**config.mk**
```make
export PLATFORM = sky130hd
export DESIGN_NAME = iol_cell
export DESIGN_NICKNAME = d
export VERILOG_FILES = /design/src/sv/iol_pkg.sv /design/src/sv/iol_cell.sv
export SDC_FILE = /design/constraint.sdc
export NUM_CORES = 1
export LEC_CHECK = 0
export ABC_AREA = 1
export ABC_CLOCK_PERIOD_IN_PS = 6100
export BUFFER_PORTS_ARGS = -buffer_cell sky130_fd_sc_hd__buf_2
export CORE_AREA = 3 3 80 82
export CTS_CLUSTER_SIZE = 24
export DETAILED_ROUTE_END_ITERATION = 12
export DIE_AREA = 0 0 83 85
export PLACE_DENSITY = 0.92
export SLEW_MARGIN = 20
export SYNTH_ARGS = -nofsm -noshare
export SYNTH_HDL_FRONTEND = slang
export SYNTH_SLANG_ARGS = --single-unit
```
**constraint.sdc**
```tcl
create_clock -name clk -period 6.1 [get_ports clk]
set_clock_uncertainty 0.1 [all_clocks]
set_input_delay 1.22 -clock clk [delete_from_list [all_inputs] [get_ports clk]]
set_output_delay 1.22 -clock clk [all_outputs]
set_load 0.005 [all_outputs]
```
**src/sv/iol_pkg.sv**
```systemverilog
// ============================================================================
// iol_pkg: shared definitions for the indexed ordered list
// Sizes, command and status codes, and the control bundle sent to the cells.
// ============================================================================
package iol_pkg;

    localparam int DEPTH     = 64;
    localparam int DATA_W    = 32;
    localparam int POS_W     = 6;
    localparam int CMD_W     = 2;
    localparam int CNT_OUT_W = 7;
    localparam int IDX_W     = $clog2(DEPTH);
    localparam int CNT_W     = $clog2(DEPTH + 1);
    localparam int CMP_W     = (CNT_W > POS_W) ? CNT_W : POS_W;
    localparam int GROUP     = 8;
    localparam int NGROUPS   = (DEPTH + GROUP - 1) / GROUP;

    typedef logic [CMD_W-1:0] cmd_t;

    localparam cmd_t CMD_INSERT = CMD_W'(0);
    localparam cmd_t CMD_REMOVE = CMD_W'(1);
    localparam cmd_t CMD_READ   = CMD_W'(2);

    typedef enum logic [1:0] {
        ST_OK    = 2'd0,
        ST_FULL  = 2'd1,
        ST_EMPTY = 2'd2,
        ST_RANGE = 2'd3
    } status_t;

    // Per-cycle command to every cell of the row.
    typedef struct packed {
        logic                     ins;
        logic                     rem;
        logic                     rd;
        logic [IDX_W-1:0]         at;
        logic [IDX_W-1:0]         rd_pos;
        logic signed [DATA_W-1:0] value;
    } iol_ctl_t;

endpackage

```
**src/sv/iol_cell.sv**
```systemverilog
// ============================================================================
// iol_cell: one slot of the ordered list
// Holds one entry; takes the neighbor below on insert, above on remove.
// ============================================================================
module iol_cell
    import iol_pkg::*;
(
    input  logic                     clk,
    input  logic [IDX_W-1:0]         idx,
    input  iol_ctl_t                 ctl,
    input  logic signed [DATA_W-1:0] prev_data,
    input  logic signed [DATA_W-1:0] next_data,
    output logic signed [DATA_W-1:0] data,
    output logic [DATA_W-1:0]        hit_data
);

    logic signed [DATA_W-1:0] data_reg;
    logic signed [DATA_W-1:0] data_next;

    always_comb
    begin
        data_next = data_reg;
        priority if (ctl.ins && idx == ctl.at)
        begin
            data_next = ctl.value;
        end
        else if (ctl.ins && idx > ctl.at)
        begin
            data_next = prev_data;
        end
        else if (ctl.rem && idx >= ctl.at)
        begin
            data_next = next_data;
        end
    end

    always_ff @(posedge clk)
    begin
        data_reg <= data_next;
    end

    assign data     = data_reg;
    // drive zero unless this slot is the one being read
    assign hit_data = (ctl.rd && idx == ctl.rd_pos) ? data_reg : '0;

endmodule

```
==> impl_results.md <==
- Setup Crit Path Kind: input pin to primary output
- # diodes: 0
- Register bit count reported by yosys: 32
- Pint: 454 uW
- Largest net degree at the start of global routing: 35
- Fmax: 251 MHz
- Max IR drop VDD: 0.000112 V
- DRT Wirelength: 7580 um
- Worst-path fanout max: 32
- Grt total ovfl: 0
- Max reg flops: 32
- Sequential share of power: 0.475
- First-pass GRT wire length: 12100 um
- Die area: 0.00706 mm^2
- Starting DRT DRC Count: 110
- Pre-CTS WS: 2.12 ns
- Bufs on Longest Clock Path: 2
- Crit. End Element: primary output
- Inserted Clock Buffers: 5
- Slew @ Worst Pin: 0.964 ns
- Vias: 2963
- H-tree lvl count: 2
- HPWL Detailed: 5880 um
- Leak pwr: 2.31 nW
- DR DRC count: 0
- Avg Synthesized Cell Area: 6.59 um^2
- Root Driver: clkbuf_8
- Logic pwr share: 0.295
- Avg Vias per Cell: 4.64
- Crit path required time: 4.78 ns
- Status: complete, no violations
- Synthesis warning total: 0
- DR WL/cell: 11.9 um
- Hold Fails Final Rpt: 0
- 1st-pass router iterations: 6
- Startpoint Class: input pin
- Design area: 0.00354 mm^2
- Synth unique cells: 21
- Ports: 182
- Initial core utilization: 0.444
- Sw Ratio: 0.302
- Psw: 196 uW
- Hold Path Class: input pin to register
- Die X: 83 um
- Post-synth net total: 516
- Placer Congestion: 0.839
- Post-layout nets: 687
- Placed Area: 0.00346 mm^2
- Share of cells above drive strength 1: 0.351
- Max_slew headroom: 0.356
- Synthesized instance count: 392
- Total GRT Usage: 0.209
- Tcrit/Tclk final: 0.653
- Hold_buf cts: 0
- Antenna violation net count after detailed routing: 0
- Post-CTS Setup Repair Bufs: 0
- # setup viols final: 0
- Tmin final: 3.98 ns
- Unrepaired setup endpoints after global routing: no
- Core area: 0.00582 mm^2
- Die Height: 85 um
- P&R area growth vs syn: 37.2%
- Arrival @ worst endpoint: 2.66 ns
- CTS tree: done
- Power per cell area: 184 mW/mm^2
- Gates resized, CTS repair: 0
- Max-cap violations: 0
- Clock network power share: 0.230
- Initial antenna violation count: 0
- Synthesized cell area: 0.00258 mm^2
- Sequential area share after synthesis: 0.372
- Setup TNS: 0 ns
- Final Max Tran Viols: 0
- Port bufs: 181
- CTS Sinks: 32
- # rows: 28
- WHS: 1.12 ns
- Fin worst setup slack: 2.12 ns
- Min-Delay Path Depth: 3
- Reg clk slew, reported paths: 0.06 ns
- Vias in the first global route: 2801
==> area by class of cell <==
type	instances	area [um^2]
inverters	114	428
fillers	533	2270
clock buffers	7	76.3
multi-input cells	228	1070
repair buffers	182	913
clock inverters	1	3.75
well taps	75	93.8
flip-flops and latches	32	961
==> per-layer routing <==
metal / track usage / part of all wire / wire (um) / vias up
li1: - / - / - / 1500
met1: 0.215 / 0.37 / 2780 / 1331
met2: 0.423 / 0.56 / 4240 / 126
met3: 0.0408 / 0.063 / 475 / 6
met4: 0.0609 / 0.012 / 89 / 0
met5: 0 / 0 / 0 / -
==> Yosys cell counts <==
| cell | count | share of area |
|---|---|---|
| a21oi_4 | 1 | 0.0063 |
| nor2_4 | 1 | 0.0044 |
| nand2_2 | 2 | 0.0048 |
| a21oi_1 | 1 | 0.0019 |
| a22o_1 | 1 | 0.0034 |
| o22ai_1 | 2 | 0.0048 |
| nor2_1 | 35 | 0.051 |
| or2_2 | 1 | 0.0024 |
| nand3_1 | 66 | 0.13 |
| nand2_1 | 107 | 0.16 |
| buf_2 | 6 | 0.012 |
| inv_2 | 3 | 0.0044 |
| o21ai_0 | 1 | 0.0019 |
| nand2_4 | 1 | 0.0044 |
| edfxtp_1 | 32 | 0.37 |
| nand3_4 | 1 | 0.0068 |
| ha_1 | 6 | 0.029 |
| buf_6 | 3 | 0.013 |
| buf_4 | 9 | 0.026 |
| xor2_1 | 2 | 0.0068 |
| inv_1 | 111 | 0.16 |
==> critical path, stage by stage <==
cell,delay [ns]
buf_2,0.10
inv_1,0.07
or2_2,0.11
nand3_1,0.05
nor2_1,0.12
nand3_2,0.54
nor2_1,0.29
buf_2,0.15
==> power groups by stage <==
stage	Sequential (mW)	Clock, mW	Combinational [mW]
2_1_floorplan	0.316	0	0.0982
3_3_place_gp	0.312	0	0.186
3_5_place_dp	0.314	0	0.194
4_1_cts	0.310	0.155	0.195
5_1_grt	0.314	0.165	0.218
6_report	0.309	0.149	0.192
==> placed cells by master, fill, tap and decap left out <==
master,netlist,routed
a21oi_1,1,1
a21oi_4,1,1
a22o_1,1,1
buf_2,6,181
buf_4,9,1
clkbuf_1,0,2
clkbuf_8,0,5
clkinv_1,0,1
edfxtp_1,32,32
ha_1,6,6
inv_1,111,111
inv_2,3,3
nand2_1,107,107
nand2_2,2,2
nand2_4,1,1
nand3_1,66,65
nand3_2,0,1
nand3_4,1,1
nor2_1,35,35
nor2_4,1,1
o21ai_0,1,1
o22ai_1,2,2
or2_2,1,1
xor2_1,2,2
==> final timing paths <==
| check | startpoint | endpoint | slack [ns] |
|---|---|---|---|
| worst min-delay path | ctl[10] | data[10]$_DFFE_PP_ | 1.12 |
| worst max-delay path | idx[0] | hit_data[16] | 2.12 |
==> per-stage QoR <==
step | util | cells | power, mW
after detailed placement | 0.596 | 631 | 0.508
after global placement | 0.595 | 631 | 0.498
after global routing | 0.609 | 639 | 0.697
after CTS | 0.609 | 639 | 0.659
after floorplan | - | 392 | 0.414
final | 0.609 | 639 | 0.651
==> kinds of logic (layout without fill, tap and decap cells) <==
kind of cell	Yosys count	in the layout	share of synthesized area
and+or+nand+nor	214	214	0.357
buffers and inverters	132	304	0.217
DFF	32	32	0.372
adders and majority gates	6	6	0.0291
AOI/OAI and AO/OA	6	6	0.0184
xor gates and xnor gates	2	2	0.00678
(Power assumes the default switching activity.)
