File: src/sv/iol_pkg.sv
// ============================================================================
// iol_pkg: shared definitions for the indexed ordered list
// Sizes, command and status codes, and the control bundle sent to the cells.
// ============================================================================
package iol_pkg;

    localparam int DEPTH     = 64;
    localparam int DATA_W    = 32;
    localparam int POS_W     = 6;
    localparam int CMD_W     = 2;
    localparam int CNT_OUT_W = 7;
    localparam int IDX_W     = $clog2(DEPTH);
    localparam int CNT_W     = $clog2(DEPTH + 1);
    localparam int CMP_W     = (CNT_W > POS_W) ? CNT_W : POS_W;
    localparam int GROUP     = 8;
    localparam int NGROUPS   = (DEPTH + GROUP - 1) / GROUP;

    typedef logic [CMD_W-1:0] cmd_t;

    localparam cmd_t CMD_INSERT = CMD_W'(0);
    localparam cmd_t CMD_REMOVE = CMD_W'(1);
    localparam cmd_t CMD_READ   = CMD_W'(2);

    typedef enum logic [1:0] {
        ST_OK    = 2'd0,
        ST_FULL  = 2'd1,
        ST_EMPTY = 2'd2,
        ST_RANGE = 2'd3
    } status_t;

    // Per-cycle command to every cell of the row.
    typedef struct packed {
        logic                     ins;
        logic                     rem;
        logic                     rd;
        logic [IDX_W-1:0]         at;
        logic [IDX_W-1:0]         rd_pos;
        logic signed [DATA_W-1:0] value;
    } iol_ctl_t;

endpackage

File: src/sv/iol_group.sv
// ============================================================================
// iol_group: registered OR over one group of cell read taps
// First level of the read tree.
// ============================================================================
module iol_group
    import iol_pkg::*;
(
    input  logic                         clk,
    input  logic [GROUP-1:0][DATA_W-1:0] hit,
    output logic [DATA_W-1:0]            group_data
);

    logic [DATA_W-1:0] group_reg;
    logic [DATA_W-1:0] group_next;

    always_comb
    begin
        group_next = '0;
        for (int k = 0; k < GROUP; k++)
        begin
            group_next = group_next | hit[k];
        end
    end

    always_ff @(posedge clk)
    begin
        group_reg <= group_next;
    end

    assign group_data = group_reg;

endmodule

File: config.mk
export PLATFORM = sky130hd
export DESIGN_NAME = iol_group
export DESIGN_NICKNAME = d
export VERILOG_FILES = /design/src/sv/iol_pkg.sv /design/src/sv/iol_group.sv
export SDC_FILE = /design/constraint.sdc
export NUM_CORES = 1
export LEC_CHECK = 0
export BUFFER_PORTS_ARGS = -buffer_cell sky130_fd_sc_hd__buf_2
export CELL_PAD_IN_SITES_DETAIL_PLACEMENT = 0
export CELL_PAD_IN_SITES_GLOBAL_PLACEMENT = 2
export CORE_MARGIN = 4
export CORE_UTILIZATION = 10
export CTS_CLUSTER_DIAMETER = 80
export DETAILED_ROUTE_END_ITERATION = 6
export PLACE_DENSITY = 0.95
export SETUP_SLACK_MARGIN = 0.2
export SYNTH_ARGS = -nofsm -noshare
export SYNTH_HDL_FRONTEND = slang
export SYNTH_SLANG_ARGS = --single-unit
File: constraint.sdc
create_clock -name clk -period 0.9 [get_ports clk]
set_input_delay 0.045 -clock clk [delete_from_list [all_inputs] [get_ports clk]]
set_output_delay 0.045 -clock clk [all_outputs]
set_load 0.01 [all_outputs]
==> impl_metrics.json, run 1 <==
{
  "status": "finished, violations left",
  "violations": "hold timing",
  "setup_viol": 0,
  "slew-limit-headroom": 0.764,
  "cts.sinks": 32,
  "netlist_area_um2": 1160,
  "ys_ff_latch": 32,
  "wl_per_cell_um": 12.9,
  "hold_end": "group_data[0]$_DFF_P_",
  "yosysUniqueCellTypes": 3,
  "remaining_drc_errors": 0,
  "clk_pin_slew_ns": 0.05,
  "worstPathArrival_ns": 0.71,
  "worstMarginPinSlew_ns": 0.350,
  "vias": 2222,
  "first_pass_iters": 3,
  "hold_class": "in -> reg",
  "cap_violations": 0,
  "cts_root_buffer": "clkbuf_16",
  "grt_pass1_wl_mm": 9.49,
  "antenna_found_initial": 0,
  "finalHoldWorstSlack_ns": -0.0543,
  "crit_slowest_cell": "dfxtp_1",
  "ys_seq_area_frac": 0.552,
  "cp_top_family": "flip-flops",
  "fin_nets": 680,
  "cp_max_fo": 1,
  "critPathCaptureType": "output port",
  "mostFrequentLayoutCell": "buf_2",
  "fin_setup_tns_ns": 0,
  "syn-num-nets": 385,
  "cpPeakStageDelay_ns": 0.31,
  "synth_top_area_frac": 0.552,
  "cts_made_buffers": 5,
  "critPathRequiredTime_ns": 0.85,
  "clock.fmax_mhz": 1320,
  "peakVddDrop_uv": 572,
  "n_antenna_cell": 0,
  "synth_area_leaders": "dfxtp_1 55%, nor4_1 34%, nand2_1 10%",
  "critPathBufInv": 1,
  "overflow": 0,
  "dp_hpwl_mm": 6.62,
  "rsz0062_at_grt": "true",
  "cts_htree_levels": 2,
  "synth_top_area_cell": "dfxtp_1",
  "cp_cell_sequence": "buf_2",
  "min_from": "hit[224]",
  "die-area_um2": 13400,
  "yosys_warnings": 0,
  "min_path_cells": 3,
  "drt-vias-per-instance": 3.92,
  "track_usage": 0.0943,
  "core_um2": 11400,
  "rows": 39,
  "drt_iter0_drc": 30,
  "grt_max_degree": 10,
  "final_hold_viol_count": 32,
  "io_pins": 289,
  "die_width_um": 116,
  "gp_congestion": 0.757,
  "io_buffers": 288,
  "postRouteAntennaNets": 0,
  "cts_tree": "yes",
  "dieHeight_um": 116,
  "leakagePower_uw": 0.00149,
  "drive_gt1_frac": 0.724,
  "largest_reg_flops": 32,
  "syn_inst": 128,
  "final_cell_area_um2": 3030,
  "syn_avg_cell_area_um2": 9.07,
  "clockBufferDepth": 2,
  "wl_mm": 7.29,
  "final_cell_mix": "274 x buf_2, 64 x nor4_1, 32 x nand2_1",
  "grt_pass1_vias": 2132,
  "period_share": 0.841,
  "maxSlewViolCount": 0,
  "placed_area_um2": 2780,
  "criticalPathCategory": "reg -> out",
  "layout_min_cycle_time_ns": 0.757,
  "critical_path.startpoint_type": "register",
  "syn_to_final_growth_pct": 161,
  "power.density_nw_per_um2": 1240,
  "start_util": 0.102
}
## Yosys cell counts, drive strengths merged
library cell,count
nand2,32
nor4,64
dfxtp,32
## cells by family (layout without fill, tap and decap cells)
group / count (synthesis) / count (layout) / synth area share
flops: 32 / 32 / 0.552
simple gates: 96 / 96 / 0.448
buf+inv: 0 / 296 / 0
## report_power, final
group          total [uW]  switching, uW  leakage, uW  internal, uW
clock network        1710            605    0.0000712          1100
logic                 621            196      0.00117           425
registers            1420           1.60     0.000253          1420
## area by class of cell
type	instances	area (um^2)
Fill cell	1228	8340
Sequential cell	32	657
Clock buffer	8	146
Tap cell	143	179
Timing Repair Buffer	288	1530
Multi-Input combinational cell	96	520
## repair_timing
item,in CTS,in global routing
resized for setup,12,15
endpoints found under the setup margin,32,32
buffers inserted,0,0
hold endpoints to repair,32,31
## per-stage QoR
stage                     utilization  std cells  worst slack [ns]  hold WS [ns]  total power (uW)
final                           0.267        567             0.143       -0.0543              3750
after global routing            0.267        567             0.117       -0.0615              3980
after CTS                       0.261        567             0.122       -0.0662              3880
after detailed placement        0.245        559             0.111         0.228              2080
after global placement          0.245        559            0.0990         0.226              2070
after floorplan                     -        128             0.425         0.136              1510
## worst max path at each step
| stage | start | end | slack (ns) | cells past startpoint |
|---|---|---|---|---|
| finish | group_data[29]$_DFF_P_ | group_data[29] | 0.14 | 1 |
| global route | group_data[29]$_DFF_P_ | group_data[29] | 0.12 | 1 |
| CTS | group_data[30]$_DFF_P_ | group_data[30] | 0.12 | 1 |
| detailed placement | hit[134] | group_data[6]$_DFF_P_ | 0.11 | 3 |
| global placement | hit[134] | group_data[6]$_DFF_P_ | 0.1 | 3 |
| floorplan | hit[32] | group_data[0]$_DFF_P_ | 0.43 | 2 |
## per-layer routing
layer / vias up / global-route usage / wire [um] / share of wire
met5: - / 0 / 0 / 0
met4: 0 / 0.0363 / 106 / 0.015
met3: 5 / 0.0298 / 1080 / 0.15
met2: 173 / 0.178 / 3710 / 0.51
met1: 943 / 0.0966 / 2400 / 0.33
li1: 1101 / - / - / -
(Power assumes the default switching activity.)
==> run 2: changes to the inputs <==
- clock period: 0.9 -> 0.8 ns (I/O delays scaled with it)
==> impl_metrics.json, run 2 (synthesis results as in run 1) <==
{
  "cts_htree_levels": 2,
  "drive_gt1_frac": 0.731,
  "fin_total_pwr_uw": 4210,
  "fin_nets": 680,
  "start_util": 0.102,
  "post-cts-setup-buffer-count": 0,
  "finalHoldWorstSlack_ns": -0.0615,
  "violations": "hold timing",
  "grt_max_degree": 10,
  "fin_setup_tns_ns": 0,
  "final_cell_area_um2": 3040,
  "grt_pass1_wl_mm": 9.32,
  "final.fill_count": 1215,
  "overflow": 0,
  "rows": 39,
  "min_from": "hit[251]",
  "placed_area_um2": 2780,
  "cts_tree": "yes",
  "dieHeight_um": 116,
  "worstMarginPinSlew_ns": 0.379,
  "layout_min_cycle_time_ns": 0.759,
  "remaining_drc_errors": 0,
  "final_hold_viol_count": 32,
  "utilization": 0.268,
  "worstPathArrival_ns": 0.72,
  "largest_reg_flops": 32,
  "crit_slowest_cell": "dfxtp_2",
  "period_share": 0.949,
  "critPathRequiredTime_ns": 0.76,
  "critPathBufInv": 1,
  "syn_to_final_growth_pct": 162,
  "critical_path.startpoint_type": "register",
  "cpPeakStageDelay_ns": 0.33,
  "setup_viol": 0,
  "cts.sinks": 32,
  "drt-vias-per-instance": 3.89,
  "criticalPathCategory": "reg -> out",
  "cts_made_buffers": 5,
  "multiInputGateArea_um2": 520,
  "wl_per_cell_um": 12.8,
  "gp_congestion": 0.757,
  "mostFrequentLayoutCell": "buf_2",
  "drt_iter0_drc": 53,
  "cts_root_buffer": "clkbuf_16",
  "first_pass_iters": 4,
  "grt_pass1_vias": 2151,
  "cp_cell_sequence": "buf_6",
  "clk_pin_slew_ns": 0.05,
  "postRouteAntennaNets": 0,
  "io_pins": 289,
  "fin_cells": 567,
  "cap_violations": 0,
  "peakVddDrop_uv": 644,
  "cp_max_fo": 1,
  "io_buffers": 288,
  "power.density_nw_per_um2": 1390,
  "register_area_um2": 661,
  "cp_top_family": "flip-flops",
  "n_antenna_cell": 0,
  "die-area_um2": 13400,
  "slew-limit-headroom": 0.745,
  "leakagePower_uw": 0.00149,
  "clockBufferDepth": 2,
  "maxSlewViolCount": 0,
  "hold_class": "in -> reg",
  "die_width_um": 116,
  "dp_hpwl_mm": 6.61,
  "critPathCaptureType": "output port",
  "rsz0062_at_grt": "true",
  "track_usage": 0.0929,
  "vias": 2207,
  "core_um2": 11400,
  "status": "finished, violations left",
  "clock.fmax_mhz": 1320,
  "antenna_found_initial": 0,
  "final_cell_mix": "273 x buf_2, 64 x nor4_1, 32 x nand2_1",
  "wl_mm": 7.25,
  "startpoint": "group_data[10]$_DFF_P_",
  "dpl.cell_count": 559
}
[run 2: layout make-up]
type,count,area share
multi-input combinational,96,0.171
tap,143,0.0588
timing repair buffer,288,0.505
clock buffer,8,0.0481
sequential,32,0.217
[run 2: worst paths after layout]
kind                                endpoint  slack [ns]  cells past startpoint
worst max-delay path          group_data[10]        0.04                      1
worst min-delay path  group_data[27]$_DFF_P_       -0.06                      3
[run 2: routing by layer]
metal	wire length, um	up-vias	share of wire	GRT usage
met5	0	-	0	0
met4	119	0	0.016	0.0379
met3	1050	7	0.14	0.0287
met2	3710	176	0.51	0.180
met1	2370	923	0.33	0.0910
li1	-	1101	-	-
[run 2: stage by stage]
step	setup slack (ns)	hold WS (ns)
after floorplan	0.330	0.131
after global placement	0.00408	0.221
after detailed placement	0.0292	0.224
after CTS	0.0256	-0.0739
after global routing	0.0161	-0.0667
final	0.0408	-0.0615
[run 2: timing repair]
action	CTS	global route
hold endpoints to repair	32	32
gates resized for setup	16	15
gates cloned	0	0
setup endpoints to repair	32	32
[run 2: where the power goes]
group	leakage (uW)	internal (uW)	total [uW]	switching [uW]
combinational	0.00117	478	701	223
sequential	0.000251	1600	1600	1.91
clock	0.0000712	1240	1910	669
[run 2: tightest hold or removal path: cells and delay by family]
kind | cells | cell delay (ns)
AND/OR/NAND/NOR | 2 | 0.07
buffers and inverters | 1 | 0.07
